**config.mk**
```make
export PLATFORM = sky130hd
export DESIGN_NAME = crc8_word_frame_codec
export DESIGN_NICKNAME = d
export VERILOG_FILES = /design/src/rtl/cwfc_pkg.sv /design/src/rtl/cwfc_queue.sv /design/src/rtl/cwfc_front.sv /design/src/rtl/cwfc_back.sv /design/src/rtl/crc8_word_frame_codec.sv
export SDC_FILE = /design/constraint.sdc
export NUM_CORES = 1
export LEC_CHECK = 0
export ABC_AREA = 1
export BUFFER_PORTS_ARGS = -buffer_cell sky130_fd_sc_hd__buf_4
export CAP_MARGIN = 0
export CELL_PAD_IN_SITES_DETAIL_PLACEMENT = 0
export CELL_PAD_IN_SITES_GLOBAL_PLACEMENT = 1
export CORE_MARGIN = 2
export CORE_UTILIZATION = 50
export CTS_CLUSTER_SIZE = 24
export DETAILED_ROUTE_END_ITERATION = 12
export PLACE_DENSITY = 0.81
export SLEW_MARGIN = 20
export SYNTH_ARGS = -nofsm -noshare
export SYNTH_HDL_FRONTEND = slang
export SYNTH_HIERARCHICAL = 1
export SYNTH_SLANG_ARGS = --single-unit
```
**constraint.sdc**
```tcl
create_clock -name clk -period 13.3 [get_ports clk]
set_input_delay 2.66 -clock clk [delete_from_list [all_inputs] [get_ports clk]]
set_output_delay 2.66 -clock clk [all_outputs]
set_load 0.005 [all_outputs]
```
**src/rtl/cwfc_pkg.sv**
```systemverilog
// Package for the CRC-8 word/frame codec: item and result types,
// the queue entry type, CRC constants and the byte-wide CRC function.
// No dependencies.
`default_nettype none

package cwfc_pkg;

  // CRC-8, polynomial x^8 + x^5 + x^4 + 1, restarted for each word
  localparam logic [7:0] CRC_POLY = 8'h31;
  localparam logic [7:0] CRC_INIT = 8'hFF;

  // Frame length limit and widths of the frame counters
  localparam int unsigned MAX_WORDS = 3;
  localparam int unsigned TGT_W     = 2;
  localparam int unsigned WSLOT_W   = 3;
  localparam int unsigned FRAME_W   = 48;

  // Byte position within a three-byte group
  localparam logic [1:0] SLOT_HIGH = 2'd0;
  localparam logic [1:0] SLOT_LOW  = 2'd1;
  localparam logic [1:0] SLOT_CRC  = 2'd2;

  // Request kinds
  localparam logic REQ_DECODE = 1'b0;
  localparam logic REQ_ENCODE = 1'b1;

  typedef struct packed {
    logic       req_type;
    logic [7:0] data_byte;
    logic       frame_start;
    logic [1:0] frame_words;
  } req_t;

  typedef struct packed {
    logic [7:0]         out_byte;
    logic               out_valid;
    logic [15:0]        word_value;
    logic               word_valid;
    logic               crc_ok;
    logic [FRAME_W-1:0] frame_value;
    logic               frame_done;
    logic               frame_ok;
    logic               last;
  } res_t;

  // One queue entry: the first result, and optionally a trailing CRC byte
  typedef struct packed {
    res_t       first;
    logic       two;
    logic [7:0] crc_byte;
  } job_t;

  // CRC update over one byte, MSB first
  function automatic logic [7:0] crc8(input logic [7:0] crc, input logic [7:0] b);
    logic [7:0] c;
    c = crc ^ b;
    for (int i = 0; i < 8; i++) begin
      c = c[7] ? ((c << 1) ^ CRC_POLY) : (c << 1);
    end
    return c;
  endfunction

endpackage

`default_nettype wire

```
**src/rtl/cwfc_queue.sv**
```systemverilog
// Small FIFO of jobs between the codec front end and the output stage.
// Depends on cwfc_pkg (job_t).
`default_nettype none

module cwfc_queue
  import cwfc_pkg::*;
#(
  parameter int unsigned DEPTH = 4
) (
  input  wire logic clk,
  input  wire logic rst,
  input  wire logic wr_en,
  input  wire job_t wr_data,
  output logic      full,
  input  wire logic rd_en,
  output job_t      rd_data,
  output logic      empty
);

  localparam int unsigned PTR_W = $clog2(DEPTH);
  localparam int unsigned CNT_W = $clog2(DEPTH + 1);

  job_t             mem [DEPTH];
  logic [PTR_W-1:0] wr_ptr;
  logic [PTR_W-1:0] rd_ptr;
  logic [CNT_W-1:0] count;
  logic             do_wr;
  logic             do_rd;

  assign full    = (count == CNT_W'(DEPTH));
  assign empty   = (count == '0);
  assign do_wr   = wr_en && !full;
  assign do_rd   = rd_en && !empty;
  assign rd_data = mem[rd_ptr];

  // Storage
  always_ff @(posedge clk) begin
    if (do_wr) begin
      mem[wr_ptr] <= wr_data;
    end
  end

  // Pointers and fill count
  always_ff @(posedge clk) begin
    if (rst) begin
      wr_ptr <= '0;
      rd_ptr <= '0;
      count  <= '0;
    end else begin
      if (do_wr) begin
        wr_ptr <= (wr_ptr == PTR_W'(DEPTH - 1)) ? '0 : wr_ptr + 1'b1;
      end
      if (do_rd) begin
        rd_ptr <= (rd_ptr == PTR_W'(DEPTH - 1)) ? '0 : rd_ptr + 1'b1;
      end
      if (do_wr && !do_rd) begin
        count <= count + 1'b1;
      end else if (do_rd && !do_wr) begin
        count <= count - 1'b1;
      end
    end
  end

endmodule

`default_nettype wire

```
**src/rtl/cwfc_front.sv**
```systemverilog
// Front end of the codec: takes bytes, runs the CRC, group and frame
// tracking, and builds jobs for the output stage. Depends on cwfc_pkg.
`default_nettype none

module cwfc_front
  import cwfc_pkg::*;
(
  input  wire logic clk,
  input  wire logic rst,
  input  wire logic accept,
  input  wire req_t req,
  output logic      job_push,
  output job_t      job
);

  logic [7:0]         crc_run;
  logic [1:0]         byte_slot;
  logic [WSLOT_W-1:0] word_slot;
  logic [TGT_W-1:0]   words_target;
  logic [7:0]         high_hold;
  logic [7:0]         low_hold;
  logic [FRAME_W-1:0] assembled;
  logic               frame_good;

  logic [7:0]         crc_run_next;
  logic [1:0]         byte_slot_next;
  logic [WSLOT_W-1:0] word_slot_next;
  logic [TGT_W-1:0]   words_target_next;
  logic [7:0]         high_hold_next;
  logic [7:0]         low_hold_next;
  logic [FRAME_W-1:0] assembled_next;
  logic               frame_good_next;

  // State as seen after an optional frame restart
  logic [7:0]         crc_c;
  logic [1:0]         slot_c;
  logic [WSLOT_W-1:0] wslot_c;
  logic [TGT_W-1:0]   tgt_c;
  logic [FRAME_W-1:0] acc_c;
  logic               good_c;
  logic [TGT_W-1:0]   fw_clamped;

  logic [7:0]         crc_upd;
  logic [15:0]        word;
  logic               ok;
  logic               done;
  logic [WSLOT_W-1:0] wslot_inc;
  logic [FRAME_W-1:0] acc_shift;
  logic               first_slot;

  // Frame restart and clamping of the frame length
  always_comb begin
    if (req.frame_words == '0) begin
      fw_clamped = TGT_W'(1);
    end else if ({1'b0, req.frame_words} > 3'(MAX_WORDS)) begin
      fw_clamped = TGT_W'(MAX_WORDS);
    end else begin
      fw_clamped = req.frame_words;
    end
    crc_c   = req.frame_start ? CRC_INIT   : crc_run;
    slot_c  = req.frame_start ? SLOT_HIGH  : byte_slot;
    wslot_c = req.frame_start ? '0         : word_slot;
    tgt_c   = req.frame_start ? fw_clamped : words_target;
    acc_c   = req.frame_start ? '0         : assembled;
    good_c  = req.frame_start ? 1'b1       : frame_good;
  end

  // Datapath pieces shared by the cases below
  always_comb begin
    first_slot = (slot_c == SLOT_HIGH) || (slot_c == 2'd3);
    crc_upd    = crc8(first_slot ? CRC_INIT : crc_c, req.data_byte);
    word       = {high_hold, low_hold};
    ok         = (req.data_byte == crc_c);
    wslot_inc  = wslot_c + 1'b1;
    done       = (wslot_inc >= WSLOT_W'(tgt_c));
    acc_shift  = {acc_c[FRAME_W-17:0], word};
  end

  // Next state and job
  always_comb begin
    crc_run_next      = crc_c;
    byte_slot_next    = slot_c;
    word_slot_next    = wslot_c;
    words_target_next = tgt_c;
    high_hold_next    = high_hold;
    low_hold_next     = low_hold;
    assembled_next    = acc_c;
    frame_good_next   = good_c;
    job_push          = 1'b0;
    job               = '0;

    if (req.req_type == REQ_DECODE) begin
      priority if (first_slot) begin
        crc_run_next   = crc_upd;
        high_hold_next = req.data_byte;
        byte_slot_next = SLOT_LOW;
      end else if (slot_c == SLOT_LOW) begin
        crc_run_next   = crc_upd;
        low_hold_next  = req.data_byte;
        byte_slot_next = SLOT_CRC;
      end else begin
        // CRC byte: report the word
        job_push                = 1'b1;
        job.first.word_value    = word;
        job.first.word_valid    = 1'b1;
        job.first.crc_ok        = ok;
        job.first.frame_value   = acc_shift;
        job.first.frame_done    = done;
        job.first.frame_ok      = good_c & ok;
        job.first.last          = 1'b1;
        crc_run_next            = CRC_INIT;
        byte_slot_next          = SLOT_HIGH;
        if (done) begin
          word_slot_next  = '0;
          assembled_next  = '0;
          frame_good_next = 1'b1;
        end else begin
          word_slot_next  = wslot_inc;
          assembled_next  = acc_shift;
          frame_good_next = good_c & ok;
        end
      end
    end else begin
      job_push            = 1'b1;
      job.first.out_byte  = req.data_byte;
      job.first.out_valid = 1'b1;
      if (slot_c == SLOT_LOW) begin
        // Second data byte: echo it, then its CRC
        low_hold_next  = req.data_byte;
        job.two        = 1'b1;
        job.crc_byte   = crc_upd;
        crc_run_next   = CRC_INIT;
        byte_slot_next = SLOT_HIGH;
      end else begin
        // First data byte; a pending decode group is dropped and the CRC restarts
        high_hold_next = req.data_byte;
        job.first.last = 1'b1;
        crc_run_next   = crc8(CRC_INIT, req.data_byte);
        byte_slot_next = SLOT_LOW;
      end
    end

    if (!accept) begin
      job_push = 1'b0;
    end
  end

  // Control state
  always_ff @(posedge clk) begin
    if (rst) begin
      crc_run      <= CRC_INIT;
      byte_slot    <= SLOT_HIGH;
      word_slot    <= '0;
      words_target <= TGT_W'(2);
      assembled    <= '0;
      frame_good   <= 1'b1;
    end else if (accept) begin
      crc_run      <= crc_run_next;
      byte_slot    <= byte_slot_next;
      word_slot    <= word_slot_next;
      words_target <= words_target_next;
      assembled    <= assembled_next;
      frame_good   <= frame_good_next;
    end
  end

  // Held data bytes
  always_ff @(posedge clk) begin
    if (accept) begin
      high_hold <= high_hold_next;
      low_hold  <= low_hold_next;
    end
  end

endmodule

`default_nettype wire

```
**src/rtl/cwfc_back.sv**
```systemverilog
// Output stage of the codec: drains jobs from the queue into the result
// register, handing out the two results of a two-result job in turn. Depends on cwfc_pkg.
`default_nettype none

module cwfc_back
  import cwfc_pkg::*;
(
  input  wire logic clk,
  input  wire logic rst,
  input  wire logic q_empty,
  input  wire job_t q_data,
  output logic      q_pop,
  input  wire logic pop,
  output logic      empty,
  output res_t      res
);

  logic       res_vld;
  logic       sec_pend;
  logic [7:0] sec_byte;
  logic       load;
  res_t       sec_res;

  assign empty = !res_vld;
  assign load  = !res_vld || pop;
  assign q_pop = load && !sec_pend && !q_empty;

  // Trailing CRC result of an encoded pair
  always_comb begin
    sec_res           = '0;
    sec_res.out_byte  = sec_byte;
    sec_res.out_valid = 1'b1;
    sec_res.last      = 1'b1;
  end

  // Result register control
  always_ff @(posedge clk) begin
    if (rst) begin
      res_vld  <= 1'b0;
      sec_pend <= 1'b0;
    end else if (load) begin
      if (sec_pend) begin
        res_vld  <= 1'b1;
        sec_pend <= 1'b0;
      end else if (!q_empty) begin
        res_vld  <= 1'b1;
        sec_pend <= q_data.two;
      end else begin
        res_vld  <= 1'b0;
      end
    end
  end

  // Result payload
  always_ff @(posedge clk) begin
    if (load) begin
      if (sec_pend) begin
        res <= sec_res;
      end else if (!q_empty) begin
        res      <= q_data.first;
        sec_byte <= q_data.crc_byte;
      end
    end
  end

endmodule

`default_nettype wire

```
**src/rtl/crc8_word_frame_codec.sv**
```systemverilog
// CRC-8 word/frame codec (poly 0x31, init 0xFF). One byte request is taken
// per clock while the job queue has room; the front end updates the CRC and
// frame state in that same cycle. Decode bytes give a word result on every
// third byte; encode bytes give one result, or two on the second byte of a
// pair (data byte, then CRC). The result register hands out one result per
// cycle while pop keeps taking them, so a pair of encode bytes gives three
// results and the sustained rate is set by that register. A result is
// written into the job queue and then into the result register before it
// is visible. Depends on cwfc_pkg, cwfc_front, cwfc_queue, cwfc_back.
`default_nettype none

module crc8_word_frame_codec
  import cwfc_pkg::*;
#(
  parameter int unsigned QDEPTH = 4
) (
  input  wire logic clk,
  input  wire logic rst,
  input  wire logic push,
  output logic      full,
  input  wire req_t req,
  output logic      empty,
  input  wire logic pop,
  output res_t      res
);

  logic accept;
  logic job_push;
  job_t job;
  logic q_empty;
  logic q_pop;
  job_t q_data;

  assign accept = push && !full;

  // Byte intake and classification
  cwfc_front u_front (
    .clk      (clk),
    .rst      (rst),
    .accept   (accept),
    .req      (req),
    .job_push (job_push),
    .job      (job)
  );

  // Decoupling queue
  cwfc_queue #(
    .DEPTH (QDEPTH)
  ) u_queue (
    .clk     (clk),
    .rst     (rst),
    .wr_en   (job_push),
    .wr_data (job),
    .full    (full),
    .rd_en   (q_pop),
    .rd_data (q_data),
    .empty   (q_empty)
  );

  // Result output
  cwfc_back u_back (
    .clk     (clk),
    .rst     (rst),
    .q_empty (q_empty),
    .q_data  (q_data),
    .q_pop   (q_pop),
    .pop     (pop),
    .empty   (empty),
    .res     (res)
  );

endmodule

`default_nettype wire
```
==> results of run 1 <==
[worst max-delay path by stage]
stage                start                  to  slack [ps]
floorplan           req[2]   u_queue/mem[0][0]        5150
global placement    req[2]  u_queue/mem[0][13]        6410
detailed placement  req[2]  u_queue/mem[0][13]        6340
CTS                 req[2]  u_queue/mem[0][14]        6940
global route        req[2]  u_queue/mem[0][17]        6650
finish              req[2]  u_queue/mem[0][36]        6930
[placed cells by master, fill, tap and decap left out, drive strengths merged]
cell	n
ha	12
a221oi	27
xnor2	8
nand2	208
inv	180
xor2	11
buf	111
clkinvlp	2
clkbuf	79
xnor3	2
or2	2
nor2	320
nand3	29
nor3	29
bufinv	1
a21oi	35
a31oi	26
clkinv	16
edfxtp	450
o22ai	88
nand4	2
dfxtp	59
o21ai	196
a21o	1
nand3b	3
fa	1
[per-stage QoR]
step	instance area [um2]	utilization	power (W)	worst slack (ps)	cells
4_1_cts	23500	0.561	0.00488	6940	2437
3_3_place_gp	21900	0.524	0.00350	6410	2342
3_5_place_dp	21900	0.524	0.00354	6340	2342
6_report	23500	0.562	0.00483	6930	2437
5_1_grt	23500	0.562	0.00510	6650	2437
2_1_floorplan	21100	-	0.00308	5150	1815
[layer usage]
| layer | vias up | GRT usage | wire length, um |
|---|---|---|---|
| met2 | 386 | 0.359 | 22700 |
| met4 | 0 | 0.0726 | 1240 |
| met3 | 66 | 0.0317 | 2650 |
| li1 | 6374 | - | - |
| met5 | - | 0 | 0 |
| met1 | 6523 | 0.282 | 19800 |
[power groups by stage]
stage               Combinational [W]  Sequential, W  Clock [W]
floorplan                    0.000838        0.00224          0
global placement              0.00129        0.00221          0
detailed placement            0.00132        0.00222          0
CTS                           0.00133        0.00219    0.00137
global route                  0.00147        0.00221    0.00143
finish                        0.00131        0.00219    0.00134
[sequential cells by signal (all words and copies together), names as in the netlist, named ones only]
signal	count
u_queue/wr_ptr	2
u_front/crc_run	8
u_front/words_target	2
u_back/res	78
u_front/assembled	32
u_back/res_vld	1
u_queue/mem	348
u_back/sec_pend	1
u_queue/rd_ptr	2
u_queue/count	3
u_front/byte_slot	2
u_front/high_hold	8
u_back/sec_byte	8
u_front/low_hold	8
u_front/frame_good	1
u_front/word_slot	3
[kinds of logic after synthesis]
logic type	share of synthesized area
and+or+nand+nor	0.112
DFF	0.695
AOI/OAI and AO/OA	0.106
buffers and inverters	0.0684
xor gates and xnor gates	0.0104
adders and majority gates	0.00805
[critical path, stage by stage]
cell     delay, ps
buf_4          250
inv_2          620
nand2_1        220
inv_1          110
ha_1           140
inv_1           60
a21oi_1        350
nand2_1        330
nor2_4         810
buf_4          830
[area by class of cell]
cell class                      count  area share
Sequential cell                   509       0.625
Clock inverter                     16     0.00458
Inverter                          183      0.0294
Tap cell                          539      0.0287
Clock buffer                       79      0.0623
Multi-Input combinational cell   1000       0.214
Timing Repair Buffer              111      0.0355
==> results.toml, run 1 <==
[cts]
clk_pin_slew_worst_paths_ps = 60
cts_setup_buffers = 0
cts_tree = "yes"
clk_latency_ps = 570
cts_root_buffer = "clkbuf_16"
cts_resized = 0
htreeDepth = 2
postCtsHoldBufs = 0
clockBufferDepth = 3
clock_sinks = 509
cts_buffers = 51

[cells_and_area]
register_area_um2 = 14700
nFillCells = 3484
areaGrowthSynthToFinish_pct = 11.2
final_nets = 1885
multi_input_area_um2 = 5030
diodes = 0
drive_gt1_frac = 0.120

[power]
max-vdd-ir-drop_uv = 123
swShare = 0.313
p_comb_frac = 0.271
p_clk_frac = 0.277
p_per_area_nw_per_um2 = 206
seqPwrFrac = 0.452
p_leak_nw = 8.87
p_int_w = 0.00332
switching_power_w = 0.00151

[synth]
ys_ff_latch = 509
async_reset_ff_frac = 0
synth.area.top_cells = "edfxtp_1 (64%), dfxtp_1 (5.6%), nor2_1 (5.5%), nand2_1 (3.7%), inv_1 (3.1%)"
yosys_warnings = 6
synth-main-ff-cell = "edfxtp_1"
synth_common_cells = "edfxtp_1 (450), nor2_1 (312), nand2_1 (207), inv_1 (175), o21ai_0 (114)"
synth_edf_count = 450
syn_area_um2 = 21100
yosysUniqueCellTypes = 39
seq_area_frac_synth = 0.695
synthCells = 1815
synth_top_area_frac = 0.639
synth_top_area_cell = "edfxtp_1"
yosysMostFrequentCell = "edfxtp_1"
avgSynthCellArea_um2 = 11.6
synth_nets = 1844

[floorplanning]
fp.dieW_um = 210
ios = 96
core-area_um2 = 41900
die_h_um = 210
start_util = 0.505
fp-row-count = 75
die-area_um2 = 43900

[timing]
grt_setup_unrepaired = "no"
maxSlewHeadroom = 0.273
hold_ws_ps = 463
fin_tns_setup_ps = 0
final-max-slew-violation-count = 0
finalSetupViolations = 0
period_needed_ps = 6370
hold_viol = 0
clock.fmax_ghz = 0.157
post-route-period-util = 0.479
finClkSkew_ps = 13.8
worst_slew_pin_slew_ps = 1090

[critical_path]
worstReg2RegStart = "u_queue/count[0]"
r2r_end = "u_queue/mem[0][36]"
cp.arrival_ps = 6560
end_kind = "register"
rrSetupSlack_ps = 9070
worstPathMaxFanout = 60
crit_type = "in2reg"
start_kind = "input pin"
cp.required_ps = 13490
rr_worst_depth = 9

[job]
maxCapViolations = 0

[placed_design]
routabilityCongestion = 0.829
dp_hpwl_um = 27800
port_buffers = 95

[run_status]
status = "complete, no violations"

[grt]
grt_max_degree = 99
grt_overflow_total = 0
antenna_found_initial = 1
grt_pass1_wl_um = 71400
grt_pass1_vias = 12768
grt_usage = 0.212

[worst_hold_path]
hold_path.class = "reg2reg"
min_to = "u_front/assembled[30]"
hold_depth = 2
holdCritStartpoint = "u_front/assembled[30]"

[drt]
wl_um = 46400
drc = 0
wl_per_cell_um = 19.0
drtPass1Iterations = 5
antenna_left = 0
vias = 13349
viasPerCell = 5.48
first_iter_violations = 1114
Power figures use the tool's default switching activity.
==> run 2: changes to the inputs <==
--- a/config.mk
+++ b/config.mk
@@ -11,10 +11,10 @@
 export CELL_PAD_IN_SITES_DETAIL_PLACEMENT = 0
 export CELL_PAD_IN_SITES_GLOBAL_PLACEMENT = 1
 export CORE_MARGIN = 2
-export CORE_UTILIZATION = 50
+export CORE_UTILIZATION = 46
 export CTS_CLUSTER_SIZE = 24
 export DETAILED_ROUTE_END_ITERATION = 12
-export PLACE_DENSITY = 0.81
+export PLACE_DENSITY = 0.79
 export SLEW_MARGIN = 20
 export SYNTH_ARGS = -nofsm -noshare
 export SYNTH_HDL_FRONTEND = slang
==> constraint.sdc (replaced) <==
create_clock -name clk -period 5.65 [get_ports clk]
set_input_delay 1.13 -clock clk [delete_from_list [all_inputs] [get_ports clk]]
set_output_delay 1.13 -clock clk [all_outputs]
set_load 0.005 [all_outputs]
==> results.toml, run 2 (same netlist as run 1, synthesis figures left out) <==
[floorplanning]
ios = 96
die_h_um = 218
core-area_um2 = 45400
start_util = 0.466
die-area_um2 = 47700
fp.dieW_um = 218
fp-row-count = 78

[cells_and_area]
nFillCells = 3888
final_common_cell = "edfxtp_1"
top_regs = "u_queue/mem (348), u_back/res (78), u_front/assembled (32)"
final_nets = 1892
post_layout_nonfiller_instances = 2505
register_area_um2 = 14700
regMostFlops = "u_queue/mem"
final_area_um2 = 23800
final_cell_mix = "edfxtp_1 (450), nor2_1 (308), nand2_1 (206), inv_1 (174), o21ai_0 (114)"
multi_input_area_um2 = 5020
areaGrowthSynthToFinish_pct = 12.5
largest_reg_flops = 348
drive_gt1_frac = 0.129

[placed_design]
port_buffers = 95
dp_cells = 2411
place_area_um2 = 22100
dp_hpwl_um = 29300
routabilityCongestion = 0.795

[grt]
grt_pass1_wl_um = 75400
antenna_found_initial = 1
grt_max_degree = 92
grt_pass1_vias = 13181
grt_overflow_total = 0
grt_usage = 0.207

[critical_path]
worstReg2RegStart = "u_queue/count[0]"
end_kind = "register"
cp.arrival_ps = 4110
critPathMaxStageDelay_ps = 430
cp.depth = 13
crit_chain = "buf_4 -> inv_2 -> buf_4 -> nand2_1 -> inv_1 -> ha_1 -> ha_1 -> a21o_1 -> nor2_8 -> nor2_2 -> nor2_4 -> o21ai_0 -> a21oi_1"
start_kind = "input pin"
cp.required_ps = 6140
r2r_end = "u_queue/mem[3][32]"
worstPathMaxFanout = 40
slowest_stage = "buf_4"
cp_top_family = "simple AND/OR/NAND/NOR gates"
rrSetupSlack_ps = 2380
rr_worst_depth = 10
critPathBufInv = 4
crit_type = "in2reg"

[power]
max-vdd-ir-drop_uv = 289
p_clk_frac = 0.281
p_leak_nw = 8.97
seqPwrFrac = 0.444
swShare = 0.319
p_per_area_nw_per_um2 = 489
p_comb_frac = 0.276
p_int_w = 0.00792
switching_power_w = 0.00370

[cts]
cts_root_buffer = "clkbuf_16"
postCtsHoldBufs = 0
clock_sinks = 509
clk_latency_ps = 570
htreeDepth = 2
clk_pin_slew_worst_paths_ps = 60
clockBufferDepth = 3
cts_buffers = 50
cts_tree = "yes"
cts_setup_buffers = 0
cts_resized = 0

[timing]
worst_slew_pin_slew_ps = 1070
clock.fmax_ghz = 0.276
finClkSkew_ps = 18.2
finalSetupViolations = 0
maxSlewHeadroom = 0.279
final-max-slew-violation-count = 0
period_needed_ps = 3630
hold_viol = 0
grt_setup_unrepaired = "no"
post-route-period-util = 0.642
fin_tns_setup_ps = 0

[run_status]
status = "complete, no violations"

[job]
maxCapViolations = 0

[worst_hold_path]
holdCritStartpoint = "u_front/word_slot[2]"
hold_depth = 2
hold_path.class = "reg2reg"
min_to = "u_front/word_slot[2]"

[drt]
vias = 13470
viasPerCell = 5.38
drc = 0
wl_um = 49000
first_iter_violations = 1229
antenna_left = 0
wl_per_cell_um = 19.6
drtPass1Iterations = 5
[run 2: cell count changes in the layout (fill, tap and decap cells not counted), sizes merged]
cell      change
inv           +2
clkinvlp      +1
diode         +1
clkbuf        -7
buf           +8
bufinv        +2
[run 2: layout make-up]
type | count | share of cell area
repair buffers | 119 | 0.0407
multi-input cells | 1000 | 0.211
flip-flops and latches | 509 | 0.618
clock buffers | 72 | 0.0604
diodes | 1 | 0.000105
well taps | 600 | 0.0316
clock inverters | 21 | 0.00821
inverters | 183 | 0.0291
[run 2: power groups by stage]
stage | clock network (W) | registers, W | logic (W)
after floorplan | 0 | 0.00527 | 0.00197
after global placement | 0 | 0.00523 | 0.00316
after detailed placement | 0 | 0.00524 | 0.00323
after CTS | 0.00332 | 0.00516 | 0.00324
after global routing | 0.00346 | 0.00521 | 0.00356
final | 0.00326 | 0.00515 | 0.00320
[run 2: metrics by stage]
stage / utilization / hold slack, ps / setup slack (ps) / power (W)
final: 0.524 / 464 / 2020 / 0.0116
after global routing: 0.524 / 489 / 1870 / 0.0122
after CTS: 0.524 / 461 / 2090 / 0.0117
after detailed placement: 0.488 / 453 / 1540 / 0.00846
after global placement: 0.488 / 447 / 1590 / 0.00839
after floorplan: - / 433 / -967 / 0.00724
[run 2: how the worst max path moves through the flow]
stage                                  endpoint  slack (ps)    from
after detailed placement  u_front/assembled[29]        1540  req[2]
after CTS                 u_front/assembled[27]        2090  req[2]
after global routing      u_front/assembled[29]        1870  req[2]
after floorplan               u_queue/mem[0][0]        -970  req[2]
after global placement    u_front/assembled[28]        1590  req[2]
final                     u_front/assembled[29]        2020  req[2]
[run 2: worst reg2reg max path, cell delays in order, from the launching register on]
cell and delay [ps]:
dfxtp_1 400, nor2_1 80, nand2_1 210, inv_1 130, nor2_2 110, buf_4 240, inv_2 70, a21oi_1 340
nand2_1 350, nor2_4 420, buf_12 460
[run 2: routing by layer]
metal / GRT usage / vias up / routed length (um)
met4: 0.0798 / 2 / 1530
met2: 0.344 / 400 / 23600
met5: 0 / - / 12
met1: 0.277 / 6611 / 21200
li1: - / 6379 / -
met3: 0.0277 / 78 / 2640
==> run 3: changes to the inputs <==
==> constraint.sdc (replaced) <==
create_clock -name clk -period 3.15 [get_ports clk]
set_input_delay 0.63 -clock clk [delete_from_list [all_inputs] [get_ports clk]]
set_output_delay 0.63 -clock clk [all_outputs]
set_load 0.005 [all_outputs]
==> results.toml, run 3 (same netlist as run 1, synthesis figures left out) <==
[run_status]
status = "complete, no violations"

[cts]
clk_latency_ps = 560
cts_setup_buffers = 0
clockBufferDepth = 3
cts_root_buffer = "clkbuf_16"
cts_buffers = 50
postCtsHoldBufs = 0
clk_pin_slew_worst_paths_ps = 60
cts_resized = 0
clock_sinks = 509
htreeDepth = 2
cts_tree = "yes"

[drt]
drtPass1Iterations = 6
viasPerCell = 5.30
vias = 13545
wl_per_cell_um = 18.6
wl_um = 47500
first_iter_violations = 1226
drc = 0
antenna_left = 0

[worst_hold_path]
hold_depth = 1
min_to = "u_front/high_hold[6]"
holdCritStartpoint = "req[9]"
hold_path.class = "in2reg"

[cells_and_area]
final_cell_mix = "edfxtp_1 (450), nor2_1 (308), nand2_1 (202), inv_1 (172), buf_4 (157)"
top_regs = "u_queue/mem (348), u_back/res (78), u_front/assembled (32)"
areaGrowthSynthToFinish_pct = 14.8
largest_reg_flops = 348
final_common_cell = "edfxtp_1"
diodes = 0
drive_gt1_frac = 0.153
final_nets = 1944
regMostFlops = "u_queue/mem"

[floorplanning]
start_util = 0.466
core-area_um2 = 45400
die-area_um2 = 47700
fp-row-count = 78
ios = 96
die_h_um = 218
fp.dieW_um = 218

[critical_path]
worstPathMaxFanout = 6
worstReg2RegStart = "u_queue/count[0]"
start_kind = "register"
end_kind = "register"
cp.required_ps = 3600
rr_worst_depth = 17
r2r_end = "u_queue/count[2]"
cp.arrival_ps = 2990
crit_type = "reg2reg"
rrSetupSlack_ps = 610

[timing]
clock.fmax_ghz = 0.394
setup_ws_ps = 610
finalSetupViolations = 0
final-max-slew-violation-count = 0
worst_slew_pin_slew_ps = 1030
post-route-period-util = 0.806
grt_setup_unrepaired = "no"
period_needed_ps = 2540
maxSlewHeadroom = 0.316
hold_ws_ps = 381
hold_viol = 0
finClkSkew_ps = 10.8
fin_tns_setup_ps = 0

[placed_design]
dp_hpwl_um = 29700
place_ws_ps = 214
routabilityCongestion = 0.860
port_buffers = 95

[grt]
grt_max_degree = 175
grt_pass1_wl_um = 74200
grt_overflow_total = 0
grt_usage = 0.202
grt_pass1_vias = 13118
antenna_found_initial = 1

[power]
p_per_area_nw_per_um2 = 853
p_leak_nw = 9.26
max-vdd-ir-drop_uv = 473
p_total_w = 0.0207

[job]
maxCapViolations = 0
-- run 3: changes by cell type in the layout (fill, tap and decap cells not counted), moves of 2 or more --
| cell | delta |
|---|---|
| buf_12 | +8 |
| buf_4 | +44 |
| clkbuf_1 | -4 |
| clkbuf_16 | +2 |
| clkbuf_8 | -8 |
| clkinv_1 | +8 |
| clkinv_4 | +3 |
| inv_1 | -2 |
| nand2_1 | -4 |
| nand2_2 | +2 |
| nand2_4 | +2 |
-- run 3: report_power, final --
group | total (W) | leakage (nW) | switching [W] | internal, W
Sequential | 0.00923 | 4.76 | 0.000349 | 0.00888
Clock | 0.00574 | 0.778 | 0.00243 | 0.00331
Combinational | 0.00574 | 3.72 | 0.00366 | 0.00208
-- run 3: how the worst max path moves through the flow --
stage | start | to | slack, ps
2_1_floorplan | req[2] | u_queue/mem[0][0] | -190
3_3_place_gp | req[2] | u_queue/mem[3][5] | 300
3_5_place_dp | req[2] | u_queue/mem[3][4] | 210
4_1_cts | u_queue/count[0] | u_queue/count[2] | 550
5_1_grt | u_queue/count[0] | u_queue/count[2] | 370
6_report | u_queue/count[0] | u_queue/count[2] | 610
-- run 3: area by class of cell --
| cell class | instances | area [um2] |
|---|---|---|
| fillers | 3787 | 21100 |
| well taps | 600 | 751 |
| repair buffers | 171 | 1460 |
| clock buffers | 62 | 1360 |
| flip-flops and latches | 509 | 14700 |
| inverters | 183 | 699 |
| multi-input cells | 1000 | 5070 |
| clock inverters | 29 | 228 |
-- run 3: metal layers --
metal / track usage / wire [um] / vias to the layer above
met1: 0.262 / 19800 / 6566
li1: - / - / 6496
met3: 0.0409 / 3120 / 77
met5: 0 / 0 / -
met4: 0.0719 / 1530 / 0
met2: 0.337 / 23100 / 406
-- run 3: worst max-delay path, stage by stage (launching register included) --
cell     delay [ps]
dfxtp_1         390
nor2_1           90
nand2_2         130
inv_1           110
nor2_2          210
inv_2            80
a21oi_4         260
nand2_4         150
inv_1            90
ha_1            160
inv_1            70
fa_1            370
inv_1            60
nand2_1          60
nand3_1          80
nand2_1          50
inv_1            40
nor2_1           30
-- run 3: through the flow --
stage                     cells  cell area (um2)  utilization
after floorplan            1815            21200            -
after global placement     2463            22700        0.500
after detailed placement   2463            22700        0.500
after CTS                  2554            24300        0.535
after global routing       2554            24300        0.535
final                      2554            24300        0.535
